[src/hw/rtl/cfmp_pkg.sv]
// ----------------------------------------------------------------------------
// cfmp_pkg
// Shared types, constants and helper functions for the cron field mask parser.
// ----------------------------------------------------------------------------
package cfmp_pkg;

  localparam int MAX_POSITIONS_DEF = 60;
  localparam int FILL_LIMIT_DEF    = 1024;
  localparam int QUEUE_DEPTH_DEF   = 4;

  localparam int MAP_W      = 60;
  localparam int NUM_W      = 12;
  localparam int VAL_W      = 13;
  localparam int FS_W       = 6;
  localparam int CFG_IDX_W  = 2;
  localparam int CFG_DATA_W = 6;

  localparam logic [NUM_W-1:0] SAT_MAX = 12'd4095;

  localparam logic [CFG_IDX_W-1:0] CFG_FIELD_SIZE   = 2'd0;
  localparam logic [CFG_IDX_W-1:0] CFG_VALUE_OFFSET = 2'd1;
  localparam logic [CFG_IDX_W-1:0] CFG_NAME_TABLE   = 2'd2;

  localparam logic [1:0] TABLE_NONE  = 2'd0;
  localparam logic [1:0] TABLE_MONTH = 2'd1;
  localparam logic [1:0] TABLE_DAY   = 2'd2;

  localparam logic [FS_W-1:0] FIELD_SIZE_RST = 6'd60;

  localparam logic CMD_FILL = 1'b0;
  localparam logic CMD_DONE = 1'b1;

  localparam logic [7:0] CH_ZERO = 8'h30;
  localparam logic [7:0] CH_NINE = 8'h39;

  localparam logic [23:0] MONTH_NAMES [12] = '{
    "jan", "feb", "mar", "apr", "may", "jun",
    "jul", "aug", "sep", "oct", "nov", "dec"
  };
  localparam logic [23:0] DAY_NAMES [7] = '{
    "sun", "mon", "tue", "wed", "thu", "fri", "sat"
  };

  typedef struct packed {
    logic              kind;
    logic              err;
    logic [NUM_W-1:0]  start;
    logic [NUM_W-1:0]  stop;
    logic [NUM_W-1:0]  step;
  } cmd_t;

  typedef struct packed {
    logic       found;
    logic [3:0] idx;
  } name_hit_t;

  function automatic logic is_digit(input logic [7:0] c);
    return (c >= CH_ZERO) && (c <= CH_NINE);
  endfunction

  function automatic logic [7:0] to_lower(input logic [7:0] c);
    return ((c >= 8'h41) && (c <= 8'h5A)) ? c + 8'd32 : c;
  endfunction

  function automatic logic [NUM_W-1:0] sat_digit(input logic [NUM_W-1:0] acc,
                                                 input logic [7:0] c);
    logic [15:0] v;
    v = 16'({acc, 3'b000}) + 16'({acc, 1'b0}) + 16'(c - CH_ZERO);
    return (v > 16'(SAT_MAX)) ? SAT_MAX : v[NUM_W-1:0];
  endfunction

  function automatic name_hit_t name_lookup(input logic [1:0] tab,
                                            input logic [23:0] key);
    name_hit_t hit;
    hit = '0;
    if (tab == TABLE_MONTH) begin
      for (int i = 0; i < 12; i++) begin
        if (!hit.found && MONTH_NAMES[i] == key) begin
          hit.found = 1'b1;
          hit.idx   = 4'(i);
        end
      end
    end else begin
      for (int i = 0; i < 7; i++) begin
        if (!hit.found && DAY_NAMES[i] == key) begin
          hit.found = 1'b1;
          hit.idx   = 4'(i);
        end
      end
    end
    return hit;
  endfunction

endpackage

[src/hw/rtl/cron_field_mask_parser_unit.sv]
// ----------------------------------------------------------------------------
// cron_field_mask_parser_unit
// Parses one cron time field, one character per transfer, into a position map.
// ----------------------------------------------------------------------------
// Characters enter through a queue-style port: a transfer happens when push is
// high and full is low, with end_of_text high on the last character. Each
// field yields one result on mark_map and parse_error, shown while empty is
// low and removed by pop. The three field registers are written through
// cfg_write, cfg_index and cfg_data; the user is to write them only while
// the unit is idle, which the unit itself does not enforce. The last
// character of a field holds full high while the field is closed out in
// a finish step and then a done step. Elements are handed to a fill engine
// through a four-entry command queue. The fill engine reduces the start
// position modulo the field size one start bit at a time and then visits
// one position per cycle, up to FILL_LIMIT positions. A result is
// registered when the done command of its field leaves the queue.
// While a result waits to be popped, the unit keeps parsing and filling the
// next field; apart from the close-out cycles, full rises only when the
// command queue backs up. Reset clears all parse state, empties the result
// side and restores the register defaults.
// ----------------------------------------------------------------------------
module cron_field_mask_parser_unit #(
  parameter int MAX_POSITIONS = cfmp_pkg::MAX_POSITIONS_DEF,
  parameter int FILL_LIMIT    = cfmp_pkg::FILL_LIMIT_DEF
) (
  input  logic                                clk,
  input  logic                                rst,
  input  logic                                push,
  output logic                                full,
  input  logic [7:0]                          text_char,
  input  logic                                end_of_text,
  input  logic                                pop,
  output logic                                empty,
  output logic [cfmp_pkg::MAP_W-1:0]          mark_map,
  output logic                                parse_error,
  input  logic                                cfg_write,
  input  logic [cfmp_pkg::CFG_IDX_W-1:0]      cfg_index,
  input  logic [cfmp_pkg::CFG_DATA_W-1:0]     cfg_data
);

  localparam int MOD_W = $clog2(MAX_POSITIONS + 1);

  logic [cfmp_pkg::FS_W-1:0] field_size;
  logic                      value_offset;
  logic [1:0]                name_table;
  logic [MOD_W-1:0]          modulus;

  logic           q_write;
  cfmp_pkg::cmd_t q_wr_data;
  logic           q_full;
  logic           q_read;
  cfmp_pkg::cmd_t q_rd_data;
  logic           q_empty;

  always_ff @(posedge clk) begin
    if (rst) begin
      field_size   <= cfmp_pkg::FIELD_SIZE_RST;
      value_offset <= 1'b0;
      name_table   <= cfmp_pkg::TABLE_NONE;
    end else if (cfg_write) begin
      case (cfg_index)
        cfmp_pkg::CFG_FIELD_SIZE:   field_size   <= cfg_data;
        cfmp_pkg::CFG_VALUE_OFFSET: value_offset <= cfg_data[0];
        cfmp_pkg::CFG_NAME_TABLE:   name_table   <= cfg_data[1:0];
        default: begin
        end
      endcase
    end
  end

  always_comb begin
    if (field_size == '0) begin
      modulus = MOD_W'(1);
    end else if (int'(field_size) > MAX_POSITIONS) begin
      modulus = MOD_W'(MAX_POSITIONS);
    end else begin
      modulus = MOD_W'(field_size);
    end
  end

  cfmp_front #(
    .MAX_POSITIONS(MAX_POSITIONS)
  ) u_front (
    .clk          (clk),
    .rst          (rst),
    .push         (push),
    .text_char    (text_char),
    .end_of_text  (end_of_text),
    .full         (full),
    .modulus      (modulus),
    .value_offset (value_offset),
    .name_table   (name_table),
    .q_full       (q_full),
    .q_write      (q_write),
    .q_data       (q_wr_data)
  );

  cfmp_cmd_queue #(
    .DEPTH(cfmp_pkg::QUEUE_DEPTH_DEF)
  ) u_queue (
    .clk     (clk),
    .rst     (rst),
    .write   (q_write),
    .wr_data (q_wr_data),
    .full    (q_full),
    .read    (q_read),
    .rd_data (q_rd_data),
    .empty   (q_empty)
  );

  cfmp_fill #(
    .MAX_POSITIONS(MAX_POSITIONS),
    .FILL_LIMIT   (FILL_LIMIT)
  ) u_fill (
    .clk         (clk),
    .rst         (rst),
    .modulus     (modulus),
    .q_empty     (q_empty),
    .q_data      (q_rd_data),
    .q_read      (q_read),
    .pop         (pop),
    .empty       (empty),
    .mark_map    (mark_map),
    .parse_error (parse_error)
  );

endmodule

[src/hw/rtl/cfmp_cmd_queue.sv]
// ----------------------------------------------------------------------------
// cfmp_cmd_queue
// Small command queue between the character parser and the fill engine.
// ----------------------------------------------------------------------------
module cfmp_cmd_queue #(
  parameter int DEPTH = cfmp_pkg::QUEUE_DEPTH_DEF
) (
  input  logic           clk,
  input  logic           rst,
  input  logic           write,
  input  cfmp_pkg::cmd_t wr_data,
  output logic           full,
  input  logic           read,
  output cfmp_pkg::cmd_t rd_data,
  output logic           empty
);

  localparam int IDX_W = (DEPTH > 1) ? $clog2(DEPTH) : 1;
  localparam int CNT_W = $clog2(DEPTH + 1);

  cfmp_pkg::cmd_t   slots [DEPTH];
  logic [IDX_W-1:0] wr_ptr;
  logic [IDX_W-1:0] rd_ptr;
  logic [CNT_W-1:0] count;
  logic             do_wr;
  logic             do_rd;

  assign full    = (count == CNT_W'(DEPTH));
  assign empty   = (count == '0);
  assign do_wr   = write && !full;
  assign do_rd   = read && !empty;
  assign rd_data = slots[rd_ptr];

  always_ff @(posedge clk) begin
    if (do_wr) begin
      slots[wr_ptr] <= wr_data;
    end
  end

  always_ff @(posedge clk) begin
    if (rst) begin
      wr_ptr <= '0;
      rd_ptr <= '0;
      count  <= '0;
    end else begin
      if (do_wr) begin
        wr_ptr <= (wr_ptr == IDX_W'(DEPTH - 1)) ? '0 : wr_ptr + 1'b1;
      end
      if (do_rd) begin
        rd_ptr <= (rd_ptr == IDX_W'(DEPTH - 1)) ? '0 : rd_ptr + 1'b1;
      end
      if (do_wr && !do_rd) begin
        count <= count + 1'b1;
      end else if (do_rd && !do_wr) begin
        count <= count - 1'b1;
      end
    end
  end

endmodule

[src/hw/rtl/cfmp_front.sv]
// ----------------------------------------------------------------------------
// cfmp_front
// Character parser: classifies each character, tracks the element syntax and
// issues fill and done commands to the command queue.
// ----------------------------------------------------------------------------
module cfmp_front #(
  parameter int MAX_POSITIONS = cfmp_pkg::MAX_POSITIONS_DEF
) (
  input  logic                              clk,
  input  logic                              rst,
  input  logic                              push,
  input  logic [7:0]                        text_char,
  input  logic                              end_of_text,
  output logic                              full,
  input  logic [$clog2(MAX_POSITIONS+1)-1:0] modulus,
  input  logic                              value_offset,
  input  logic [1:0]                        name_table,
  input  logic                              q_full,
  output logic                              q_write,
  output cfmp_pkg::cmd_t                    q_data
);

  localparam int VAL_W = cfmp_pkg::VAL_W;
  localparam int NUM_W = cfmp_pkg::NUM_W;

  localparam logic [2:0] PH_EXPECT = 3'd0;
  localparam logic [2:0] PH_NUMBER = 3'd1;
  localparam logic [2:0] PH_NAME   = 3'd2;
  localparam logic [2:0] PH_AFTER  = 3'd3;
  localparam logic [2:0] PH_STEP   = 3'd4;

  localparam logic [7:0] CH_STAR  = 8'h2A;
  localparam logic [7:0] CH_DASH  = 8'h2D;
  localparam logic [7:0] CH_SLASH = 8'h2F;
  localparam logic [7:0] CH_COMMA = 8'h2C;

  logic [2:0]       phase, phase_next;
  logic [VAL_W-1:0] rstart, rstart_next;
  logic [VAL_W-1:0] rend, rend_next;
  logic [NUM_W-1:0] num, num_next;
  logic [NUM_W-1:0] step, step_next;
  logic [15:0]      lbuf, lbuf_next;
  logic [1:0]       lcnt, lcnt_next;
  logic             err, err_next;
  logic             finish_pend, finish_pend_next;
  logic             done_pend, done_pend_next;

  logic char_ev;
  logic end_ev;
  logic done_ev;

  assign full    = q_full || finish_pend || done_pend;
  assign char_ev = push && !full;
  assign end_ev  = finish_pend && !q_full;
  assign done_ev = done_pend && !q_full;

  always_comb begin
    logic                do_after;
    logic                do_close;
    logic [VAL_W-1:0]    cval;
    logic [7:0]          lc;
    logic                name_on;
    cfmp_pkg::name_hit_t hit;

    phase_next       = phase;
    rstart_next      = rstart;
    rend_next        = rend;
    num_next         = num;
    step_next        = step;
    lbuf_next        = lbuf;
    lcnt_next        = lcnt;
    err_next         = err;
    finish_pend_next = finish_pend;
    done_pend_next   = done_pend;
    q_write          = 1'b0;
    q_data           = '0;
    do_after         = 1'b0;
    do_close         = 1'b0;
    lc               = cfmp_pkg::to_lower(text_char);
    name_on          = (name_table == cfmp_pkg::TABLE_MONTH) ||
                       (name_table == cfmp_pkg::TABLE_DAY);
    hit              = cfmp_pkg::name_lookup(name_table, {lbuf[7:0], lbuf[15:8], lc});
    cval             = {1'b0, num} - VAL_W'(value_offset);

    if (done_ev) begin
      q_write        = 1'b1;
      q_data.kind    = cfmp_pkg::CMD_DONE;
      q_data.err     = err;
      phase_next     = PH_EXPECT;
      rstart_next    = '1;
      rend_next      = '1;
      num_next       = '0;
      step_next      = NUM_W'(1);
      lbuf_next      = '0;
      lcnt_next      = '0;
      err_next       = 1'b0;
      done_pend_next = 1'b0;
    end else if ((char_ev || end_ev) && !err) begin
      if (end_ev) begin
        case (phase)
          PH_NUMBER: begin
            if (rstart[VAL_W-1]) rstart_next = cval;
            else rend_next = cval;
            do_after = 1'b1;
          end
          PH_AFTER: begin
            do_after = 1'b1;
          end
          PH_STEP: begin
            do_close = 1'b1;
          end
          default: begin
            err_next = 1'b1;
          end
        endcase
      end else begin
        case (phase)
          PH_EXPECT: begin
            if (text_char == CH_STAR) begin
              rstart_next = '0;
              rend_next   = VAL_W'(modulus) - VAL_W'(1);
              phase_next  = PH_AFTER;
            end else if (cfmp_pkg::is_digit(text_char)) begin
              num_next   = NUM_W'(text_char - cfmp_pkg::CH_ZERO);
              phase_next = PH_NUMBER;
            end else if (name_on) begin
              lbuf_next  = {8'h00, lc};
              lcnt_next  = 2'd1;
              phase_next = PH_NAME;
            end else begin
              err_next = 1'b1;
            end
          end
          PH_NUMBER: begin
            if (cfmp_pkg::is_digit(text_char)) begin
              num_next = cfmp_pkg::sat_digit(num, text_char);
            end else begin
              if (rstart[VAL_W-1]) rstart_next = cval;
              else rend_next = cval;
              phase_next = PH_AFTER;
              do_after   = 1'b1;
            end
          end
          PH_NAME: begin
            if (lcnt == 2'd1) begin
              lbuf_next = {lc, lbuf[7:0]};
              lcnt_next = 2'd2;
            end else begin
              lcnt_next = '0;
              if (hit.found) begin
                if (rstart[VAL_W-1]) rstart_next = VAL_W'(hit.idx);
                else rend_next = VAL_W'(hit.idx);
                phase_next = PH_AFTER;
              end else begin
                err_next = 1'b1;
              end
            end
          end
          PH_AFTER: begin
            do_after = 1'b1;
          end
          default: begin
            if (cfmp_pkg::is_digit(text_char)) begin
              step_next = cfmp_pkg::sat_digit(step, text_char);
            end else begin
              do_close = 1'b1;
            end
          end
        endcase
      end

      if (do_after) begin
        if (!end_ev && text_char == CH_DASH && rend_next[VAL_W-1]) begin
          phase_next = PH_EXPECT;
        end else begin
          if (rend_next[VAL_W-1]) rend_next = rstart_next;
          if (!end_ev && text_char == CH_SLASH) begin
            step_next  = '0;
            phase_next = PH_STEP;
          end else begin
            step_next = NUM_W'(1);
            do_close  = 1'b1;
          end
        end
      end

      if (do_close) begin
        if (rstart_next[VAL_W-1]) begin
          err_next = 1'b1;
        end else begin
          q_write      = 1'b1;
          q_data.kind  = cfmp_pkg::CMD_FILL;
          q_data.start = rstart_next[NUM_W-1:0];
          q_data.stop  = rend_next[VAL_W-1] ? rstart_next[NUM_W-1:0] : rend_next[NUM_W-1:0];
          q_data.step  = step_next;
          if (!end_ev && text_char == CH_COMMA) begin
            rstart_next = '1;
            rend_next   = '1;
            step_next   = NUM_W'(1);
            phase_next  = PH_EXPECT;
          end else if (!end_ev) begin
            err_next = 1'b1;
          end
        end
      end
    end

    if (char_ev && end_of_text) begin
      finish_pend_next = 1'b1;
    end
    if (end_ev) begin
      finish_pend_next = 1'b0;
      done_pend_next   = 1'b1;
    end
  end

  always_ff @(posedge clk) begin
    if (rst) begin
      phase       <= PH_EXPECT;
      rstart      <= '1;
      rend        <= '1;
      num         <= '0;
      step        <= NUM_W'(1);
      lbuf        <= '0;
      lcnt        <= '0;
      err         <= 1'b0;
      finish_pend <= 1'b0;
      done_pend   <= 1'b0;
    end else begin
      phase       <= phase_next;
      rstart      <= rstart_next;
      rend        <= rend_next;
      num         <= num_next;
      step        <= step_next;
      lbuf        <= lbuf_next;
      lcnt        <= lcnt_next;
      err         <= err_next;
      finish_pend <= finish_pend_next;
      done_pend   <= done_pend_next;
    end
  end

endmodule

[src/hw/rtl/cfmp_fill.sv]
// ----------------------------------------------------------------------------
// cfmp_fill
// Fill engine: reduces the start position modulo the field size, walks the
// positions of each element one per cycle, and holds the finished result.
// ----------------------------------------------------------------------------
module cfmp_fill #(
  parameter int MAX_POSITIONS = cfmp_pkg::MAX_POSITIONS_DEF,
  parameter int FILL_LIMIT    = cfmp_pkg::FILL_LIMIT_DEF
) (
  input  logic                               clk,
  input  logic                               rst,
  input  logic [$clog2(MAX_POSITIONS+1)-1:0] modulus,
  input  logic                               q_empty,
  input  cfmp_pkg::cmd_t                     q_data,
  output logic                               q_read,
  input  logic                               pop,
  output logic                               empty,
  output logic [cfmp_pkg::MAP_W-1:0]         mark_map,
  output logic                               parse_error
);

  localparam int POS_W = $clog2(MAX_POSITIONS);
  localparam int CNT_W = $clog2(FILL_LIMIT);
  localparam int NUM_W = cfmp_pkg::NUM_W;
  localparam int MAP_W = cfmp_pkg::MAP_W;
  localparam int BIT_W = $clog2(NUM_W);

  localparam logic [1:0] S_IDLE = 2'd0;
  localparam logic [1:0] S_MOD  = 2'd1;
  localparam logic [1:0] S_WALK = 2'd2;

  logic [1:0]       state;
  logic [MAP_W-1:0] marks;
  logic             berr;
  logic [POS_W-1:0] pos;
  logic [NUM_W-1:0] stop;
  logic [NUM_W-1:0] step;
  logic [NUM_W-1:0] left;
  logic [CNT_W-1:0] cnt;
  logic [POS_W-1:0] rem;
  logic [NUM_W-1:0] divd;
  logic [BIT_W-1:0] bitn;
  logic             out_valid;

  logic [POS_W:0]   rem_sh;
  logic [POS_W:0]   rem_new;
  logic [POS_W:0]   pos_inc;
  logic [POS_W:0]   mod_ext;
  logic             take_done;
  logic [MAP_W-1:0] pos_mask;

  assign empty     = !out_valid;
  assign mod_ext   = (POS_W + 1)'(modulus);
  assign rem_sh    = {rem, divd[NUM_W-1]};
  assign rem_new   = (rem_sh >= mod_ext) ? rem_sh - mod_ext : rem_sh;
  assign pos_inc   = (POS_W + 1)'(pos) + 1'b1;
  assign pos_mask  = MAP_W'(1) << pos;
  assign take_done = (q_data.kind == cfmp_pkg::CMD_DONE) && (!out_valid || pop);
  assign q_read    = (state == S_IDLE) && !q_empty &&
                     ((q_data.kind == cfmp_pkg::CMD_FILL) || take_done);

  always_ff @(posedge clk) begin
    if (q_read && q_data.kind == cfmp_pkg::CMD_FILL) begin
      stop <= q_data.stop;
      step <= q_data.step;
      divd <= q_data.start;
    end else if (state == S_MOD) begin
      divd <= {divd[NUM_W-2:0], 1'b0};
    end
    if (q_read && q_data.kind == cfmp_pkg::CMD_DONE) begin
      mark_map    <= marks;
      parse_error <= berr || q_data.err;
    end
  end

  always_ff @(posedge clk) begin
    if (rst) begin
      state     <= S_IDLE;
      marks     <= '0;
      berr      <= 1'b0;
      pos       <= '0;
      left      <= '0;
      cnt       <= '0;
      rem       <= '0;
      bitn      <= '0;
      out_valid <= 1'b0;
    end else begin
      if (q_read && q_data.kind == cfmp_pkg::CMD_DONE) begin
        out_valid <= 1'b1;
      end else if (pop && out_valid) begin
        out_valid <= 1'b0;
      end
      case (state)
        S_IDLE: begin
          if (q_read) begin
            if (q_data.kind == cfmp_pkg::CMD_DONE) begin
              marks <= '0;
              berr  <= 1'b0;
            end else if (!berr) begin
              rem   <= '0;
              bitn  <= '0;
              left  <= NUM_W'(1);
              cnt   <= '0;
              state <= S_MOD;
            end
          end
        end
        S_MOD: begin
          rem  <= rem_new[POS_W-1:0];
          bitn <= bitn + 1'b1;
          if (bitn == BIT_W'(NUM_W - 1)) begin
            pos   <= rem_new[POS_W-1:0];
            state <= S_WALK;
          end
        end
        S_WALK: begin
          if (left == NUM_W'(1)) begin
            marks <= marks | pos_mask;
            left  <= step;
          end else if (left != '0) begin
            left <= left - 1'b1;
          end
          if (cnt == CNT_W'(FILL_LIMIT - 1)) begin
            berr  <= 1'b1;
            state <= S_IDLE;
          end else if (NUM_W'(pos) == stop) begin
            state <= S_IDLE;
          end else begin
            pos <= (pos_inc == mod_ext) ? '0 : pos_inc[POS_W-1:0];
            cnt <= cnt + 1'b1;
          end
        end
        default: begin
          state <= S_IDLE;
        end
      endcase
    end
  end

endmodule

[config.mk]
export PLATFORM = sky130hd
export DESIGN_NAME = cron_field_mask_parser_unit
export DESIGN_NICKNAME = d
export VERILOG_FILES = /design/src/hw/rtl/cfmp_pkg.sv /design/src/hw/rtl/cron_field_mask_parser_unit.sv /design/src/hw/rtl/cfmp_cmd_queue.sv /design/src/hw/rtl/cfmp_front.sv /design/src/hw/rtl/cfmp_fill.sv
export SDC_FILE = /design/constraint.sdc
export NUM_CORES = 1
export LEC_CHECK = 0
export BUFFER_PORTS_ARGS = -buffer_cell sky130_fd_sc_hd__buf_2
export CORE_ASPECT_RATIO = 1.2
export CORE_UTILIZATION = 55
export DETAILED_ROUTE_END_ITERATION = 10
export PLACE_DENSITY = 0.73
export SETUP_SLACK_MARGIN = 0.05
export SYNTH_ARGS = -nofsm -noshare
export SYNTH_HDL_FRONTEND = slang
export SYNTH_SLANG_ARGS = --single-unit
export TNS_END_PERCENT = 100
[constraint.sdc]
create_clock -name clk -period 5.2 [get_ports clk]
set_clock_uncertainty 0.05 [all_clocks]
set_input_delay 0.26 -clock clk [delete_from_list [all_inputs] [get_ports clk]]
set_output_delay 0.26 -clock clk [all_outputs]
set_load 0.02 [all_outputs]
* Word-level counts from Yosys, hierarchy flattened
Memories as Yosys holds them, arrays and structs flattened. A register that Yosys moved wholly into a read port is not among the register bits.
Index checks and enable logic that the tools add are counted.
** Operators by class
- Reductions and logical operators :: 104
- Equal/unequal tests :: 59
- Muxes and demuxes :: 204
- Bitwise logic cells :: 6
- $lt $le $gt $ge :: 8
- Add/sub/neg operators :: 18
- Shifts and indexed selects :: 1
** Operators by type and width (count)
- $eq 23x24->1 const A :: 19
- $mux 13 :: 30
- $mux 12 :: 22
- $mux 5 :: 37
- $mux 60 :: 3
- $mux 36 :: 4
- $pmux 60 s2 :: 1
- $pmux 13 s3 :: 2
- $mux 16 :: 4
- $mux 6 :: 10
- $or 60x60->60 :: 1
- $shl 1x6->60 const A :: 1
- $mux 10 :: 5
- $pmux 12 s2 :: 2
- $mux 3 :: 15
- $mux 1 :: 40
- $logic_and 1x1->1 :: 38
- $add 15x13->16 :: 2
- $add 16x16->16 :: 2
- $eq 8x6->1 const B :: 4
- $gt 16x12->1 const B :: 2
- $pmux 16 s2 :: 1
- $mux 2 :: 14
- $logic_not 1->1 :: 25
- other kinds (55) :: 116
** Word-level totals
- Logic and storage cells :: 432
- Memories kept :: 1
- Bits in registers :: 289
- RAM bits :: 152
** Memories
- u_queue.slots :: words 4, width 38, read ports 1, clocked after Yosys merged registers in 1, wr ports 1, RTL line cfmp_cmd_queue.sv:21 : cfmp_pkg::cmd_t slots [DEPTH];

* Longest topological paths before layout
Gate-level depths: netlist (run 1).
- Depth in word-level cells :: 70
- Gate-level depth with buffers :: 20

* Hierarchy
From an unflattened synthesis (run 1), not the netlist that was laid out.
** Unflattened totals
- Cell total of the unflattened synthesis :: 2092
- Area total of the unflattened synthesis :: 22441.5 µm²
** By module, submodules not included
- cfmp_front :: times used 1, area an instance 8027.7 µm², cells each 1084
- cfmp_fill :: times used 1, area an instance 8000.2 µm², cells each 713
- cfmp_cmd_queue :: times used 1, area an instance 5973.2 µm², cells each 248
- cron_field_mask_parser_unit :: times used 1, area an instance 440.4 µm², cells each 47

* Worst setup path before layout (run 1)
OpenSTA, ideal clock, no wires.
- Kind :: input-to-reg
- Start :: in text_char[4]
- End :: mem u_queue.slots[0][5] (netlist name) (data pin)
- Setup time :: 0.206 ns
- Stages on the path :: 12
- Setup slack :: 0.032 ns
- Required time :: 4.944 ns
- Path buffers :: 1
- Arrival time :: 4.913 ns
- Cell sequence :: ha_1 -> nor3_1 -> fa_1 -> ha_1 -> and2_1 -> a22o_1 -> a311oi_1 -> nor3b_1 -> o221ai_1 -> clkbuf_1 -> nor2_1 -> nor4_2
** RTL lines
- start: declaration :: RTL line cron_field_mask_parser_unit.sv:30 : input logic [7:0] text_char,
- end: declaration :: RTL line cfmp_cmd_queue.sv:21

* Worst setup path in the final report (run 1)
- Start :: reg field_size[4] (netlist name)
- End :: reg u_queue.count[2]
** On the way
- Cells in the longest elaborated chain, start to end :: 21
- Elaborated cells between the ends (all ways) :: 24
- Those cells by class :: 1 x add/sub; 1 x order compare; 15 x mux; 7 x reduce/logical
** Ends and longest elaborated chain
- start: declaration :: RTL line cron_field_mask_parser_unit.sv:43 : logic [cfmp_pkg::FS_W-1:0] field_size;
- start signal: assignment :: RTL line cron_field_mask_parser_unit.sv:57 : field_size <= cfmp_pkg::FIELD_SIZE_RST;
- start signal: assignment :: RTL line cron_field_mask_parser_unit.sv:62 : cfmp_pkg::CFG_FIELD_SIZE: field_size <= cfg_data;
- $gt 6x6->1 :: RTL line cron_field_mask_parser_unit.sv:74 : end else if (int'(field_size) > MAX_POSITIONS) begin
- $mux 6 :: RTL line cron_field_mask_parser_unit.sv:74
- $mux 6 * :: RTL line cron_field_mask_parser_unit.sv:72 : if (field_size == '0) begin
- $sub 6x1->7 * :: RTL line cfmp_front.sv:121 : rend_next = VAL_W'(modulus) - VAL_W'(1);
- $mux 13 * :: RTL line cfmp_front.sv:119 : if (text_char == CH_STAR) begin
- $pmux 13 s3 * :: RTL line cfmp_front.sv:117 : case (phase)
- $mux 13 * :: RTL line cfmp_front.sv:99 : if (end_ev) begin
- $mux 13 * :: RTL line cfmp_front.sv:98 : end else if ((char_ev || end_ev) && !err) begin
- (+6 left out)
- $mux 1 * :: RTL line cfmp_front.sv:187 : if (do_close) begin
- $mux 1 * :: RTL line cfmp_front.sv:98
- $mux 1 * :: RTL line cfmp_front.sv:85 : if (done_ev) begin
- $logic_and 1x1->1 * :: RTL line cfmp_cmd_queue.sv:30 : assign do_wr = write && !full;
- net u_queue.do_wr :: RTL line cfmp_cmd_queue.sv:25 : logic do_wr;
- $logic_not 1->1 :: RTL line cfmp_cmd_queue.sv:54 : end else if (do_rd && !do_wr) begin
- $logic_and 1x1->1 :: RTL line cfmp_cmd_queue.sv:54
- $reduce_bool 2->1 (no line)
- end signal: assignment :: RTL line cfmp_cmd_queue.sv:53 : count <= count + 1'b1;
- end signal: assignment :: RTL line cfmp_cmd_queue.sv:55 : count <= count - 1'b1;
- end: declaration :: RTL line cfmp_cmd_queue.sv:24 : logic [CNT_W-1:0] count;
Mark *: on every way through the listed nets, which the timed path passes. The rest lies on a longest branch. The select of a mux whose other input is x is not followed.
A chain may end at the register's enable or synchronous reset.

==> impl_metrics.toml, run 1 <==
[synthesis]
synth_area_leader_cell = "edfxtp_1"
netlist.area_leader.share_pct = 33.7
synth_warnings = 0
synth_edf_count = 249
synthFlopType = "edfxtp_1"
yosysSeqAreaShare_pct = 51.3
synth_area_um2 = 22200
synth-seq-cells = 443
synth_area_leaders = "edfxtp_1, dfxtp_1, nor2_1"
syn_nets = 2197
synth.distinct_cells = 97
syn_avg_cell_area_um2 = 10.6
synthesis.instances = 2084
async_flop_share_pct = 0

[cells_and_area]
fin_area_um2 = 24600
drive_above_1_share_pct = 14.1
syn_to_final_growth_pct = 11.1
utilization_pct = 62.0
finalNetCount = 2266

[floorplanning]
rows = 80
core-area_um2 = 39700
die_y_um = 222
die_area_um2 = 41100
die_x_um = 185
ioPinCount = 85
start_util_pct = 55.8

[routing]
via_per_inst = 6.22
drt-initial-drc-count = 1430
dr.pass1.iters = 5
wire_per_inst_um = 21.0
drtAntennaViolNets = 0
vias = 16900
wirelength_um = 57100
post-route-drc-count = 0

[worst_setup_path]
reg2reg_to = "u_queue.count[2]"
reg2reg_from = "field_size[4]"
critPathCaptureType = "flip-flop"
r2r_slack_ps = 350
start_kind = "flip-flop"
arrival_ps = 5290
crit_type = "flip-flop to flip-flop"
critical_path_required_ps = 5630
cp_max_fo = 8
r2r_cells = 20

[clock_tree]
tritoncts = "built"
clkTransAtPathRegs_ps = 60
h-tree-depth = 2
clk_latency_ps = 570
post_cts_buffers = 0
cts_made_buffers = 43
cts_root_buf = "clkbuf_16"
clk_path_buf_depth = 3
cts.sinks = 443

[grt]
grt_max_degree = 62
grt_pass1_vias = 16600
grt-ovfl-total = 0
grt_pass1_wl_um = 90300
antenna_found_initial = 1
grt_usage_pct = 28.2

[hold_path]
worstHoldStart = "end_of_text"
hold_depth = 5
hold_class = "input port to flip-flop"
hold_end = "u_front.finish_pend"

[status]
run_status = "completed"

[job]
max-cap-violations = 0

[timing]
finalCritPeriodShare_pct = 93.4
period_minus_slack_ps = 4850
drv_slew = 0
hold_slack_ps = 47.3
tns_ps = 0
slew_headroom_pct = 23.4
worst_pin_slew_ps = 1140
rsz0062_at_grt = "false"
fmaxAchievable_mhz = 206
setup_viol = 0
finalHoldViolations = 0

[placement]
dp_hpwl_um = 40200
placed_cell_area_um2 = 23200
gp_congestion = 0.976
portBuffers = 84

[power]
p_per_area_nw_per_um2 = 412
leakage_nw = 9.25
vdd_drop_max_mv = 0.261
[Yosys cell counts (24+ instances only)]
cell type and number:
mux4_2 38, nor2b_1 24, fa_1 24, edfxtp_1 249, mux2i_1 29, dfxtp_1 194
a21oi_1 170, nor3_1 55, nor2_1 271, xnor2_1 29, xor2_1 27, clkbuf_1 89
nand2_1 118, nand3_1 43, o21ai_0 69, inv_1 86, nand4_1 25, ha_1 67
[power breakdown]
part / switching [mW] / total, mW / internal [mW]
registers: 0.223 / 4.47 / 4.25
logic: 1.70 / 2.61 / 0.906
clock network: 1.36 / 3.08 / 1.72
[area by class of cell]
cell class / instances / area, um2
Antenna cell: 1 / 2.50
Fill cell: 3141 / 15100
Multi-Input combinational cell: 1437 / 10000
Inverter: 87 / 327
Timing Repair Buffer: 141 / 866
Clock inverter: 25 / 219
Clock buffer: 54 / 1170
Sequential cell: 443 / 11400
Tap cell: 533 / 667
[metal layers]
metal | up-vias | wire [um] | GRT usage, %
met3 | 134 | 3040 | 3.10
li1 | 7904 | - | -
met5 | - | 0 | 0
met2 | 670 | 29000 | 49.8
met4 | 0 | 2440 | 12.7
met1 | 8230 | 22600 | 34.2
[how the worst max path moves through the flow]
stage	start	to	cells past startpoint
finish	field_size[4]	u_queue.count[2]	20
global route	field_size[3]	u_queue.count[2]	20
CTS	field_size[3]	u_queue.count[2]	20
detailed placement	field_size[3]	u_queue.count[2]	20
global placement	field_size[3]	u_queue.count[2]	20
floorplan	field_size[3]	u_queue.slots[3][0]	15
[placed cells by master (no fill, tap or decap), types with 11 or more instances in the layout]
master / count
and3_1: 15
a31oi_1: 23
nor2b_1: 24
and2_1: 17
o211ai_1: 23
nor3_1: 54
edfxtp_1: 249
clkbuf_16: 44
a21oi_1: 170
o221ai_1: 11
mux2_2: 16
nand2b_1: 20
a21o_1: 17
buf_2: 84
o31ai_1: 12
buf_4: 50
or3_1: 17
nor4_1: 18
nand2_1: 118
or4_1: 12
inv_1: 85
nand3_1: 43
mux4_2: 38
xnor2_1: 29
a22oi_1: 19
nor2_1: 269
xor2_1: 27
nor3b_1: 12
a211oi_1: 22
o21ai_0: 68
nand4_1: 25
fa_1: 24
mux2i_1: 29
ha_1: 67
dfxtp_1: 193
[flip-flops by register name, indices dropped and copies added, names as in the netlist, 10 cells and up, named ones only]
signal	flops
u_fill.divd	12
u_front.rstart	13
u_fill.stop	12
u_fill.step	12
u_queue.slots	152
u_front.rend	13
u_front.step	12
u_front.num	12
u_fill.left	12
u_fill.cnt	10
u_fill.marks	60
u_front.lbuf	16
u_fill.mark_map	60
[logic make-up (layout without fill, tap and decap cells)]
kind of cell	count (synthesis)	in the layout	synth area share [%]
other cells	0	1	0
flops	443	443	51.3
xor+xnor	56	56	2.21
simple gates	711	711	15.9
buf+inv	204	307	3.71
mux	83	83	5.98
fa+ha+maj	91	91	5.95
compound gates	496	496	14.9
[worst max-delay path, cell delays in order (launching register included)]
cell      delay [ps]
dfxtp_1          400
nor4_1           360
o21ai_0          130
nand2_1           90
inv_1             40
ha_1             210
nor3b_1          190
nand4_1          180
a21boi_0         110
o221a_2          280
o311ai_1         430
nand2_1          240
and2_1           270
o31ai_2          280
buf_4            200
ha_1             180
inv_1             70
fa_1             440
xor2_1           180
or3_1            310
a21oi_1          150
[repair_timing]
action / in CTS / in global routing
gates resized for setup: 0 / 1
endpoints found under the setup margin: 0 / 1
hold buffers: 7 / 0
endpoints found under the hold margin: 10 / 0
[metrics by stage]
stage	setup slack (ps)	total power, mW	instances
2_1_floorplan	718	6.32	2084
3_3_place_gp	472	7.07	2634
3_5_place_dp	338	7.11	2634
4_1_cts	310	10.2	2720
5_1_grt	157	10.6	2720
6_report	345	10.2	2721
(Power assumes the default switching activity.)
==> run 2: changes to the inputs <==
- MAX_ROUTING_LAYER: unset -> met4
==> run 2 against run 1 <==
- global-route usage rose by 1.4 points
- design area rose by 0.35%
- final cell count unchanged
- clock-buffer cell count is 11 higher
- sequential power about the same
- highest routed layer unchanged
==> impl_metrics.toml, run 2 (synthesis results as in run 1) <==
[status]
run_status = "completed"

[clock_tree]
cts_resized = 0
cts_root_buf = "clkbuf_16"
clk_latency_ps = 570
cts_made_buffers = 43
post_cts_buffers = 0
cts.sinks = 443
clkTransAtPathRegs_ps = 70
clk_path_buf_depth = 3
holdBufCountCts = 8
h-tree-depth = 2
tritoncts = "built"

[routing]
drtAntennaViolNets = 0
post-route-drc-count = 0
wirelength_um = 58300
dr.pass1.iters = 6
via_per_inst = 6.22
drt-initial-drc-count = 1350
vias = 16900
wire_per_inst_um = 21.4

[power]
total_power_mw = 10.2
p_per_area_nw_per_um2 = 414
leakage_nw = 9.29
vdd_drop_max_mv = 0.301

[timing]
fmaxAchievable_mhz = 204
setup_viol = 0
finalCritPeriodShare_pct = 94.2
hold_slack_ps = 40.4
slew_headroom_pct = 15.8
tns_ps = 0
period_minus_slack_ps = 4900
finalHoldViolations = 0
drv_slew = 0
rsz0062_at_grt = "false"
worst_pin_slew_ps = 1260
setup_ws_ps = 300

[cells_and_area]
finalNetCount = 2266
biggestRegsByFlops = "u_queue.slots: 152 flops, u_fill.mark_map: 60 flops, u_fill.marks: 60 flops"
max_flop_register = "u_queue.slots"
antenna_cells = 0
final_common_cell = "nor2_1"
fin_area_um2 = 24700
layout_common_cells = "nor2_1, edfxtp_1, dfxtp_1"
drive_above_1_share_pct = 14.0
largest_reg_flops = 152
fin_cells = 2721
syn_to_final_growth_pct = 11.5
utilization_pct = 62.2
fillers = 3173

[floorplanning]
ioPinCount = 85
rows = 80
start_util_pct = 55.8
die_x_um = 185
core-area_um2 = 39700
die_area_um2 = 41100
die_y_um = 222

[worst_setup_path]
cp_cell_sequence = "nor4_1, o21ai_0, nand2_1, inv_1, ha_1, nor3b_1, nand4_1, a21boi_0, o221a_2, o311ai_0, nand2_1, and2_1, o31ai_2, ha_1, inv_1, fa_1, xor2_1, or3_1, a21oi_1"
crit_type = "flip-flop to flip-flop"
path_delay_family = "compound AO/OA/AOI/OAI gates"
slowest_stage = "o311ai_0"
path_buf_inv = 2
start_kind = "flip-flop"
cp_max_fo = 7
critical_path_required_ps = 5630
critPathCaptureType = "flip-flop"
arrival_ps = 5330
max_stage_delay_ps = 480

[placement]
dp_hpwl_um = 41700
place_inst = 2633
gp_congestion = 0.940
placed_cell_area_um2 = 23200
portBuffers = 84
pre_cts_ws_ps = 435

[job]
max-cap-violations = 0

[grt]
grt_pass1_wl_um = 92000
grt-ovfl-total = 0
grt_usage_pct = 29.6
antenna_found_initial = 0
grt_pass1_vias = 16700
grt_max_degree = 62

[hold_path]
hold_class = "input port to flip-flop"
[run 2: worst paths after layout]
path / from / endpoint / slack [ps] / cells past startpoint
worst max-delay path: field_size[3] / u_queue.count[2] / 300 / 19
worst min-delay path: cfg_index[0] / value_offset / 40 / 4
worst max register to register: field_size[3] / u_queue.count[2] / 300 / 19
worst min register to register: u_fill.marks[33] / u_fill.mark_map[33] / 380 / 0
[run 2: cell type report]
cell class | instances | area, um2 | area share [%]
Sequential cell | 443 | 11400 | 46.0
Multi-Input combinational cell | 1437 | 10000 | 40.5
Clock inverter | 15 | 141 | 0.572
Timing Repair Buffer | 141 | 918 | 3.71
Inverter | 87 | 327 | 1.32
Tap cell | 533 | 667 | 2.70
Clock buffer | 65 | 1280 | 5.19
[run 2: worst register-to-register path, delay by kind of cell (launching register included)]
kind	cells	cell delay, ps
simple gates	7	1580
flops	1	380
compound gates	6	1590
fa+ha+maj	3	930
xor+xnor	1	190
buf+inv	2	120
[run 2: layer usage]
layer,GRT usage [%],share of wire [%]
met1,34.7,39
met4,14.7,5.4
met5,-,0
met3,3.38,5.3
met2,50.1,50
[run 2: where the power goes]
group	switching, mW	internal, mW	total (mW)
Combinational	1.70	0.905	2.61
Sequential	0.219	4.25	4.47
Clock	1.37	1.78	3.14
